--- src/hw/rtl/assert_macros.svh ---
// Assertion helpers. Every user has clk and rst (synchronous, active high).
`ifndef ASSERT_MACROS_SVH
`define ASSERT_MACROS_SVH

// Implication checked on every rising clk edge outside reset.
`define ASSERT_CLK(label, prop, msg) \
  label: assert property (@(posedge clk) disable iff (rst) (prop)) else $error(msg);

// Same check, evaluated even while reset is held.
`define ASSERT_ALWAYS(label, prop, msg) \
  label: assert property (@(posedge clk) (prop)) else $error(msg);

`endif

--- src/hw/rtl/irpd_pkg.sv ---
`timescale 1ns / 1ps

package irpd_pkg;

  localparam int INTERVAL_W  = 16;
  localparam int BYTE_W      = 8;
  localparam int FRAME_BYTES = 4;
  localparam int FRAME_BITS  = FRAME_BYTES * BYTE_W;
  localparam int CNT_W       = $clog2(FRAME_BITS);
  localparam int SLOT_W      = $clog2(FRAME_BYTES);
  localparam int CFG_IDX_W   = 3;
  localparam int OUT_BITS    = FRAME_BITS + 1;
  localparam int OUT_TDATA_W = ((OUT_BITS + 7) / 8) * 8;

  localparam logic [INTERVAL_W-1:0] START_MIN_RST = INTERVAL_W'(8000);
  localparam logic [INTERVAL_W-1:0] START_MAX_RST = INTERVAL_W'(14000);
  localparam logic [INTERVAL_W-1:0] ONE_MAX_RST   = INTERVAL_W'(3000);
  localparam logic [INTERVAL_W-1:0] BIT_SPLIT_RST = INTERVAL_W'(1450);
  localparam logic [INTERVAL_W-1:0] ZERO_MIN_RST  = INTERVAL_W'(700);

  typedef enum logic [CFG_IDX_W-1:0] {
    REG_START_MIN = 3'd0,
    REG_START_MAX = 3'd1,
    REG_ONE_MAX   = 3'd2,
    REG_BIT_SPLIT = 3'd3,
    REG_ZERO_MIN  = 3'd4
  } cfg_idx_t;

  typedef struct packed {
    logic [INTERVAL_W-1:0] start_min;
    logic [INTERVAL_W-1:0] start_max;
    logic [INTERVAL_W-1:0] one_max;
    logic [INTERVAL_W-1:0] bit_split;
    logic [INTERVAL_W-1:0] zero_min;
  } cfg_t;

  // Interval class; leader already takes priority over the bit windows.
  typedef struct packed {
    logic leader;
    logic one;
    logic zero;
  } class_t;

endpackage

--- src/hw/rtl/irpd_cfg.sv ---
`timescale 1ns / 1ps

module irpd_cfg
  import irpd_pkg::*;
(
  input  logic                  clk,
  input  logic                  rst,
  input  logic                  cfg_valid,
  output logic                  cfg_ready,
  input  logic [CFG_IDX_W-1:0]  cfg_index,
  input  logic [INTERVAL_W-1:0] cfg_data,
  output cfg_t                  cfg
);

  assign cfg_ready = 1'b1;

  always_ff @(posedge clk) begin
    if (rst) begin
      cfg.start_min <= START_MIN_RST;
      cfg.start_max <= START_MAX_RST;
      cfg.one_max   <= ONE_MAX_RST;
      cfg.bit_split <= BIT_SPLIT_RST;
      cfg.zero_min  <= ZERO_MIN_RST;
    end else if (cfg_valid) begin
      case (cfg_index)
        REG_START_MIN: cfg.start_min <= cfg_data;
        REG_START_MAX: cfg.start_max <= cfg_data;
        REG_ONE_MAX:   cfg.one_max   <= cfg_data;
        REG_BIT_SPLIT: cfg.bit_split <= cfg_data;
        REG_ZERO_MIN:  cfg.zero_min  <= cfg_data;
        default: ;
      endcase
    end
  end

endmodule

--- src/hw/rtl/irpd_classify.sv ---
`timescale 1ns / 1ps

module irpd_classify
  import irpd_pkg::*;
(
  input  logic [INTERVAL_W-1:0] interval,
  input  cfg_t                  cfg,
  output class_t                cls
);

  logic is_leader;

  assign is_leader  = (interval > cfg.start_min) && (interval < cfg.start_max);
  assign cls.leader = is_leader;
  // bit_split itself falls in neither window
  assign cls.one    = !is_leader && (interval > cfg.bit_split) &&
                      (interval < cfg.one_max);
  assign cls.zero   = !is_leader && (interval > cfg.zero_min) &&
                      (interval < cfg.bit_split);

endmodule

--- src/hw/rtl/irpd_frame.sv ---
`timescale 1ns / 1ps

`include "assert_macros.svh"

module irpd_frame
  import irpd_pkg::*;
(
  input  logic                   clk,
  input  logic                   rst,
  input  logic                   in_valid,
  output logic                   in_ready,
  input  class_t                 cls,
  output logic                   m_tvalid,
  input  logic                   m_tready,
  output logic [OUT_TDATA_W-1:0] m_tdata
);

  localparam logic [CNT_W-1:0] LAST_BIT = CNT_W'(FRAME_BITS - 1);

  logic [BYTE_W-1:0] frame_bytes [FRAME_BYTES];
  logic [BYTE_W-1:0] frame_bytes_next [FRAME_BYTES];
  logic [CNT_W-1:0]  bit_count;
  logic              frame_armed;
  logic [SLOT_W-1:0] slot;
  logic              take_bit;
  logic              emit;
  logic              fire;
  logic              frame_ok;

  assign slot     = bit_count[CNT_W-1 -: SLOT_W];
  assign take_bit = frame_armed && (cls.one || cls.zero);
  assign emit     = take_bit && (bit_count == LAST_BIT);
  // only an item that completes a frame waits on the output register
  assign in_ready = !emit || !m_tvalid || m_tready;
  assign fire     = in_valid && in_ready;

  always_comb begin
    for (int i = 0; i < FRAME_BYTES; i++) begin
      frame_bytes_next[i] = frame_bytes[i];
    end
    if (take_bit) begin
      frame_bytes_next[slot] = {cls.one, frame_bytes[slot][BYTE_W-1:1]};
    end
  end

  assign frame_ok = (frame_bytes_next[3] == ~frame_bytes_next[2]);

  always_ff @(posedge clk) begin
    if (rst) begin
      bit_count   <= '0;
      frame_armed <= 1'b0;
    end else if (fire) begin
      if (cls.leader) begin
        bit_count   <= '0;
        frame_armed <= 1'b1;
      end else if (take_bit) begin
        bit_count <= bit_count + 1'b1;
        if (emit) begin
          frame_armed <= 1'b0;
        end
      end
    end
  end

  always_ff @(posedge clk) begin
    if (fire) begin
      for (int i = 0; i < FRAME_BYTES; i++) begin
        frame_bytes[i] <= frame_bytes_next[i];
      end
    end
  end

  always_ff @(posedge clk) begin
    if (rst) begin
      m_tvalid <= 1'b0;
    end else if (fire && emit) begin
      m_tvalid <= 1'b1;
    end else if (m_tready) begin
      m_tvalid <= 1'b0;
    end
  end

  always_ff @(posedge clk) begin
    if (fire && emit) begin
      m_tdata <= {(OUT_TDATA_W - OUT_BITS)'(0), frame_ok, frame_bytes_next[3],
                  frame_bytes_next[2], frame_bytes_next[1], frame_bytes_next[0]};
    end
  end

  `ASSERT_CLK(a_emit_needs_arm, (fire && emit) |-> frame_armed, "frame emitted while not armed")
  `ASSERT_CLK(a_disarm_after_emit, (fire && emit) |=> (!frame_armed && bit_count == '0),
              "frame not disarmed after result")
  `ASSERT_CLK(a_leader_arms, (fire && cls.leader) |=> (frame_armed && bit_count == '0),
              "leader did not arm the frame")
  `ASSERT_CLK(a_result_source, $rose(m_tvalid) |-> $past(fire && emit),
              "result appeared without a completed frame")

endmodule

--- src/hw/rtl/ir_pulse_distance_decoder.sv ---
`timescale 1ns / 1ps
// The 32nd bit interval passes the input register (interval_q); once the frame stage
//   accepts it, the result is registered in m_tdata and m_tvalid rises.
// Throughput: 1 interval per cycle; the only stall is a completed frame while
//   the previous result still sits unread in the output register.
// Reset (rst, synchronous, active high): thresholds return to their defaults,
//   frame disarmed, bit count cleared, input and output registers empty.
module ir_pulse_distance_decoder
  import irpd_pkg::*;
(
  input  logic                   clk,
  input  logic                   rst,
  input  logic                   s_tvalid,
  output logic                   s_tready,
  input  logic [INTERVAL_W-1:0]  s_tdata,   // [15:0] edge_interval
  output logic                   m_tvalid,
  input  logic                   m_tready,
  // [7:0] address_byte, [15:8] address_check, [23:16] command_byte,
  // [31:24] command_check, [32] frame_ok, [39:33] zero
  output logic [OUT_TDATA_W-1:0] m_tdata,
  input  logic                   cfg_valid,
  output logic                   cfg_ready,
  input  logic [CFG_IDX_W-1:0]   cfg_index,
  input  logic [INTERVAL_W-1:0]  cfg_data
);

  cfg_t                  cfg;
  class_t                cls;
  logic                  in_valid_q;
  logic [INTERVAL_W-1:0] interval_q;
  logic                  proc_ready;

  assign s_tready = !in_valid_q || proc_ready;

  always_ff @(posedge clk) begin
    if (rst) begin
      in_valid_q <= 1'b0;
    end else if (s_tvalid && s_tready) begin
      in_valid_q <= 1'b1;
    end else if (proc_ready) begin
      in_valid_q <= 1'b0;
    end
  end

  always_ff @(posedge clk) begin
    if (s_tvalid && s_tready) begin
      interval_q <= s_tdata;
    end
  end

  irpd_cfg u_cfg (
    .clk       (clk),
    .rst       (rst),
    .cfg_valid (cfg_valid),
    .cfg_ready (cfg_ready),
    .cfg_index (cfg_index),
    .cfg_data  (cfg_data),
    .cfg       (cfg)
  );

  irpd_classify u_classify (
    .interval (interval_q),
    .cfg      (cfg),
    .cls      (cls)
  );

  irpd_frame u_frame (
    .clk      (clk),
    .rst      (rst),
    .in_valid (in_valid_q),
    .in_ready (proc_ready),
    .cls      (cls),
    .m_tvalid (m_tvalid),
    .m_tready (m_tready),
    .m_tdata  (m_tdata)
  );

endmodule
--- config.mk ---
export PLATFORM = sky130hd
export DESIGN_NAME = ir_pulse_distance_decoder
export DESIGN_NICKNAME = d
export VERILOG_FILES = /design/src/hw/rtl/irpd_pkg.sv /design/src/hw/rtl/irpd_cfg.sv /design/src/hw/rtl/irpd_classify.sv /design/src/hw/rtl/irpd_frame.sv /design/src/hw/rtl/ir_pulse_distance_decoder.sv
export VERILOG_INCLUDE_DIRS = /design/src /design/src/hw/rtl
export SDC_FILE = /design/constraint.sdc
export NUM_CORES = 1
export LEC_CHECK = 0
export BUFFER_PORTS_ARGS = -buffer_cell sky130_fd_sc_hd__buf_4
export CORE_ASPECT_RATIO = 0.6
export CORE_UTILIZATION = 40
export CTS_CLUSTER_SIZE = 8
export DETAILED_ROUTE_END_ITERATION = 6
export GPL_TIMING_DRIVEN = 0
export PLACE_DENSITY = 0.64
export SKIP_LAST_GASP = 1
export SLEW_MARGIN = 20
export SYNTH_ARGS = -nofsm -noshare
export SYNTH_HDL_FRONTEND = slang
export SYNTH_SLANG_ARGS = --single-unit
--- constraint.sdc ---
create_clock -name clk -period 5.8 [get_ports clk]
set_input_delay 0.87 -clock clk [delete_from_list [all_inputs] [get_ports clk]]
set_output_delay 0.87 -clock clk [all_outputs]
set_load 0.02 [all_outputs]
# == After elaboration in Yosys (flattened, before gate mapping) ==
# Memory sizes are Yosys's and may differ from the RTL's. A register that Yosys moved wholly into a read port is not among the register bits.
# Index checks and enable logic that the tools add are counted.
# word_totals
n_memories,1
register_bits,137
latchBits,0
mem_bits_rw,32
mem_bits_ro,0
out_inout_bits,43
in_bits,40
# mem_list
memory,depth,width,rd,rd_ports_with_merged_regs,wr,line_no,text
u_frame.frame_bytes,4,8,5,1,4,irpd_frame.sv:20,logic [BYTE_W-1:0] frame_bytes [FRAME_BYTES];
# op_classes
n_reduce_logical,31
shift,0
bitwise_logic,2
n_mux,17
magnitude_cmp,8
n_eq_ne,6
div,0
n_addsub,1
n_mul,0
# op_table
cell,count
> comparator 16 bit,3
less-than comparator 16 bit,3
bitwise mux 32 bit,1
two-way mux 32 bit,1
demux 8 bit (select 2 bit),1
AND reduction 2 bit,6
logical AND 1 bit,11
two-way mux 5 bit,2
two-way mux 1 bit,9
equality test 8 bit,1
two-way mux 8 bit,1
inverter 8 bit,1
nonzero test 2 bit,4
equality test 3 x 2 -> 1 bit (second input constant),2
adder 5 x 1 -> 5 bit (second input constant),1
equality test 5 bit (second input constant),1
zero test 1 bit,4
logical OR 1 bit,4
two-way mux 2 bit,2
equality test 3 x 1 -> 1 bit (second input constant),1
equality test 3 bit (second input constant),1
greater-or-equal comparator 3 bit (second input constant),1
zero test 3 bit,1
less-than comparator 3 x 1 -> 1 bit (second input constant),1
other kinds (2),2

# == Depth between registers and ports, before layout ==
# logic_depth
depth_word,15
depth_mapped,14
ltp_nobuf,13

# == Modules after synthesis ==
# From an unflattened synthesis, not the netlist that was laid out.
# hier_totals
cells_unflattened,808
area_unflattened_um2,8962.3
# by_module_without_submodules
module,instances,cells_each,area_each_um2
irpd_frame,1,205,3284.4
irpd_cfg,1,301,3171.8
irpd_classify,1,281,1970.6
ir_pulse_distance_decoder,1,21,535.5

# == Least setup slack after synthesis ==
# OpenSTA, ideal clock, no wires.
# synth_path
path_kind,register to register
from,register interval_q[14]
to,"memory u_frame.frame_bytes[0][0], enable pin"
setup_ps,470
t_required_ps,5330
slack_ps,996
path_stages_with_launch,9
arrival_ps,4334
period_less_slack_ps,4804
path_cell_list,edfxtp_1 -> ha_1 -> nand4_1 -> or4_1 -> nor2_1 -> nor3b_2 -> nor2_1 -> nor3b_4 -> a21boi_0
# synth_rtl
element,line_no,text
"start, declared",ir_pulse_distance_decoder.sv:30,logic [INTERVAL_W-1:0] interval_q;
"start signal, assigned",ir_pulse_distance_decoder.sv:47,interval_q <= s_tdata;
"end, declared",irpd_frame.sv:20,

# == Final worst setup path ==
# layout_path
from,register interval_q[14]
to,output s_tready
# layout_via
elab_chain_cells,12
# layout_rtl
element,line_no,text
> comparator 16 bit / less-than comparator 16 bit (equally long branches),irpd_classify.sv:13,assign is_leader = (interval > cfg.start_min) && (interval < cfg.start_max);
logical AND 1 bit,irpd_classify.sv:13,
zero test 1 bit,"irpd_classify.sv:16, irpd_classify.sv:18",
"logical AND 1 bit, on equally long branches (2 in a row)","irpd_classify.sv:16, irpd_classify.sv:18",
logical OR 1 bit *,irpd_frame.sv:31,assign take_bit = frame_armed && (cls.one || cls.zero);
logical AND 1 bit *,irpd_frame.sv:31,
logical AND 1 bit *,irpd_frame.sv:32,assign emit = take_bit && (bit_count == LAST_BIT);
zero test 1 bit *,irpd_frame.sv:34,assign in_ready = !emit || !m_tvalid || m_tready;
logical OR 1 bit * (2 in a row),irpd_frame.sv:34,
logical OR 1 bit *,ir_pulse_distance_decoder.sv:33,assign s_tready = !in_valid_q || proc_ready;
"end, declared",ir_pulse_distance_decoder.sv:14,"output logic s_tready,"
# Every way passes the cells marked *; elsewhere a longest branch is shown, timed or not.

==> metrics.md <==
| Metric | Value |
|---|---|
| Minimum hold slack | `0.454 ns` |
| Depth of the most critical reg-to-reg path | `10` |
| Pwr/cell area | `280 nW/um2` |
| GR Overflow Total | `0` |
| Max-cap violations | `0` |
| # resized after CTS | `0` |
| # rows | `40` |
| Post-Synth Simple-Gate Area | `0.148` |
| RSZ-0062 raised after global routing | `false` |
| Slowest cell on the critical path | `or4_1` |
| Final setup viols | `0` |
| Longest Clk Path Bufs | `2` |
| Initial antenna violation count | `0` |
| CP Max Fanout | `9` |
| Post-CTS Setup Inserts | `0` |
| Minimum clock period after layout | `4.73 ns` |
| CP delay by family, top | `simple AND/OR/NAND/NOR gates` |
| Die Y | `115 um` |
| Hold WC Path Type | `reg2reg` |
| Fraction of layout cells with a size suffix above 1 | `0.171` |
| Post-synth EDFFs | `81` |
| Netlist Area Pre-Place | `8540 um2` |
| Worst Path Required | `4.93 ns` |
| Cells after Synth | `835` |
| CTS buffer count | `17` |
| Seq/Total Area, Yosys | `0.496` |
| Via count | `6,385` |
| Power Total | `2830 uW` |
| Routed WL | `22,600 um` |
| Vias in the first global route | `5,937` |
| Crit-path max cell delay | `0.60 ns` |
| Syn Area/Cell | `10.2 um2` |
| Clock Skews | `0.0108 ns` |
| Residual DRC count | `0` |
| Area grow syn2layout | `18.7%` |
| Hold buffers post-CTS | `0` |
| Ys async rst share | `0` |
| Core ar. | `20,500 um2` |
| Die W | `191 um` |
| Vias/cell | `5.23` |
| First-pass GRT wire length | `34,800 um` |
| CP Capture Type | `output pin` |
| Adder-cell share of the synthesized area | `0.117` |
| Nets | `1,054` |
| Worst Hold Depth | `2` |
| Critical path arrival | `3.86 ns` |
| Part of the cycle the worst path needs | `0.816` |
| Distinct cells, synth | `56` |
| DP Wirelength | `16,600 um` |
| Ys flop type | `dfxtp_1` |
| # IOs | `83` |
| Leak | `0.00389 uW` |
| # H-tree levels | `4` |
| Worst path bufs/invs | `2` |
| Port Buffers | `73` |
| CTS clock-pin slew for the worst setup and hold paths | `0.07 ns` |
| Crit path kind | `reg2out` |
| Synth Register Bits | `171` |
| Peak supply drop | `0.212 mV` |
| Multiplexer share of the synthesized area | `0.0629` |
| Die Area | `21,900 um2` |
| Largest family of logic cells by synthesized area | `simple AND/OR/NAND/NOR gates` |
| Final instance area | `10,100 um2` |
| Max-slew violation count | `0` |
| Worst relative slew slack | `0.442` |
| Max Freq | `211 MHz` |
| CTS tree | `built` |
| ANT nets after route | `0` |
| Worst slew pin tran | `0.815 ns` |
| Initial Util | `0.417` |
| Compound-gate portion of the synthesized area | `0.101` |
| Antenna cells | `0` |
| 1st-iter DRT viols | `520` |
| Gr usage total | `0.218` |
| CP Cell Sequence | `ha_1 -> nand4_1 -> or4_1 -> a21oi_1 -> a2111oi_1 -> nor3b_2 -> nor2_1 -> nor3b_4 -> and3_1 -> inv_1 -> buf_4` |
| Status | `complete, no violations` |
| Yosys warning total | `0` |
| Synth Area in XOR/XNOR | `0.0174` |
| First-pass DRT Iterations | `5` |
| RD Place Congestion | `0.927` |
| CTS root buffer | `clkbuf_16` |
| Cell count along the critical path | `11` |
| # clock sinks | `171` |
| Worst R2R Setup Slack | `1.64 ns` |
| Count of final hold-check violations | `0` |
| Largest net degree at the start of global routing | `34` |
| Worst Setup Start Kind | `register` |
| Drt wl/cell | `18.5 um` |
| Worst-Skew Late Latency | `0.44 ns` |
| Cell Area, Placed | `9500 um2` |
cell usage after synthesis, drive strengths merged, types with 12 or more instances:
cell | count | share of area
dfxtp | 90 | 0.21
clkbuf | 27 | 0.012
nor2 | 30 | 0.013
buf | 12 | 0.0091
ha | 80 | 0.12
nand4 | 14 | 0.010
nand3b | 22 | 0.019
a211o | 15 | 0.015
a21oi | 80 | 0.047
edfxtp | 81 | 0.28
inv | 80 | 0.035
nand2 | 154 | 0.068
mux2 | 31 | 0.041
final cells by class:
cell class	count	area (um2)
flip-flops and latches	171	4230
clock buffers	18	429
plain buffers	39	179
fillers	1896	10300
well taps	273	342
inverters	80	300
multi-input cells	551	3860
repair buffers	74	576
clock inverters	14	209
worst paths after layout:
path,startpoint,end
worst max-delay path,interval_q[14]$_DFFE_PP_,s_tready
worst min-delay path,u_cfg.cfg[38]$_SDFFE_PP0P_,u_cfg.cfg[38]$_SDFFE_PP0P_
worst max register to register,interval_q[14]$_DFFE_PP_,u_frame.frame_bytes[0][5]$_DFFE_PN_
worst min register to register,u_cfg.cfg[38]$_SDFFE_PP0P_,u_cfg.cfg[38]$_SDFFE_PP0P_
placed cells by master, fill, tap and decap left out, types with 4 or more instances in the layout:
cell type	n
nand2_1	154
dfxtp_1	90
buf_4	81
edfxtp_1	81
a21oi_1	80
ha_1	80
inv_1	79
mux2_2	31
nor2_1	30
clkbuf_1	28
nand3b_1	22
clkbuf_16	17
a211o_1	15
nand4_1	14
nand3_1	11
o21ai_0	9
xor2_1	9
xnor2_1	8
conb_1	8
mux4_2	7
a21o_1	6
and3_1	6
nand2b_1	4
o21a_1	4
nor2b_1	4
o211ai_1	4
inv_6	4
bufinv_16	4
logic make-up (layout without fill, tap and decap cells):
family          Yosys count  in the layout
xor+xnor                 17             17
buf+inv                 119            225
flops                   171            171
mux                      41             41
simple gates            266            266
other cells               2              8
fa+ha+maj                80             80
compound gates          139            139
per-stage QoR:
| stage | TNS [ns] | worst slack (ns) | utilization | instances |
|---|---|---|---|---|
| after floorplan | 0 | 0.996 | - | 841 |
| after global placement | -22.22 | -0.697 | 0.462 | 1187 |
| after detailed placement | 0 | 1.53 | 0.464 | 1188 |
| after CTS | 0 | 1.04 | 0.495 | 1220 |
| after global routing | 0 | 0.747 | 0.495 | 1220 |
| final | 0 | 1.07 | 0.495 | 1220 |
tightest hold or removal path, delay by kind of cell (launching register included):
kind	cells	cell delay, ns
and+or+nand+nor	1	0.05
AOI/OAI and AO/OA	1	0.05
DFF	1	0.31
layer usage:
layer,vias up,track usage,share of wire
met5,-,0,0
met4,0,0.0512,0.0063
met3,14,0.0665,0.099
met2,202,0.278,0.37
met1,3058,0.345,0.52
li1,3111,-,-
report_power, final:
| group | switching, uW | internal (uW) | total [uW] |
|---|---|---|---|
| Clock | 526 | 734 | 1260 |
| Sequential | 29.2 | 1290 | 1320 |
| Combinational | 154 | 104 | 257 |
state kept, by name, indices dropped and copies added, names as in the netlist, named ones only:
register             count
u_cfg.cfg               80
interval_q              16
u_frame.frame_bytes     32
u_frame.frame_armed      1
u_frame.bit_count        5
u_frame.m_tvalid         1
in_valid_q               1
u_frame.m_tdata         33
Note: power is estimated with default switching activity, not from simulation.
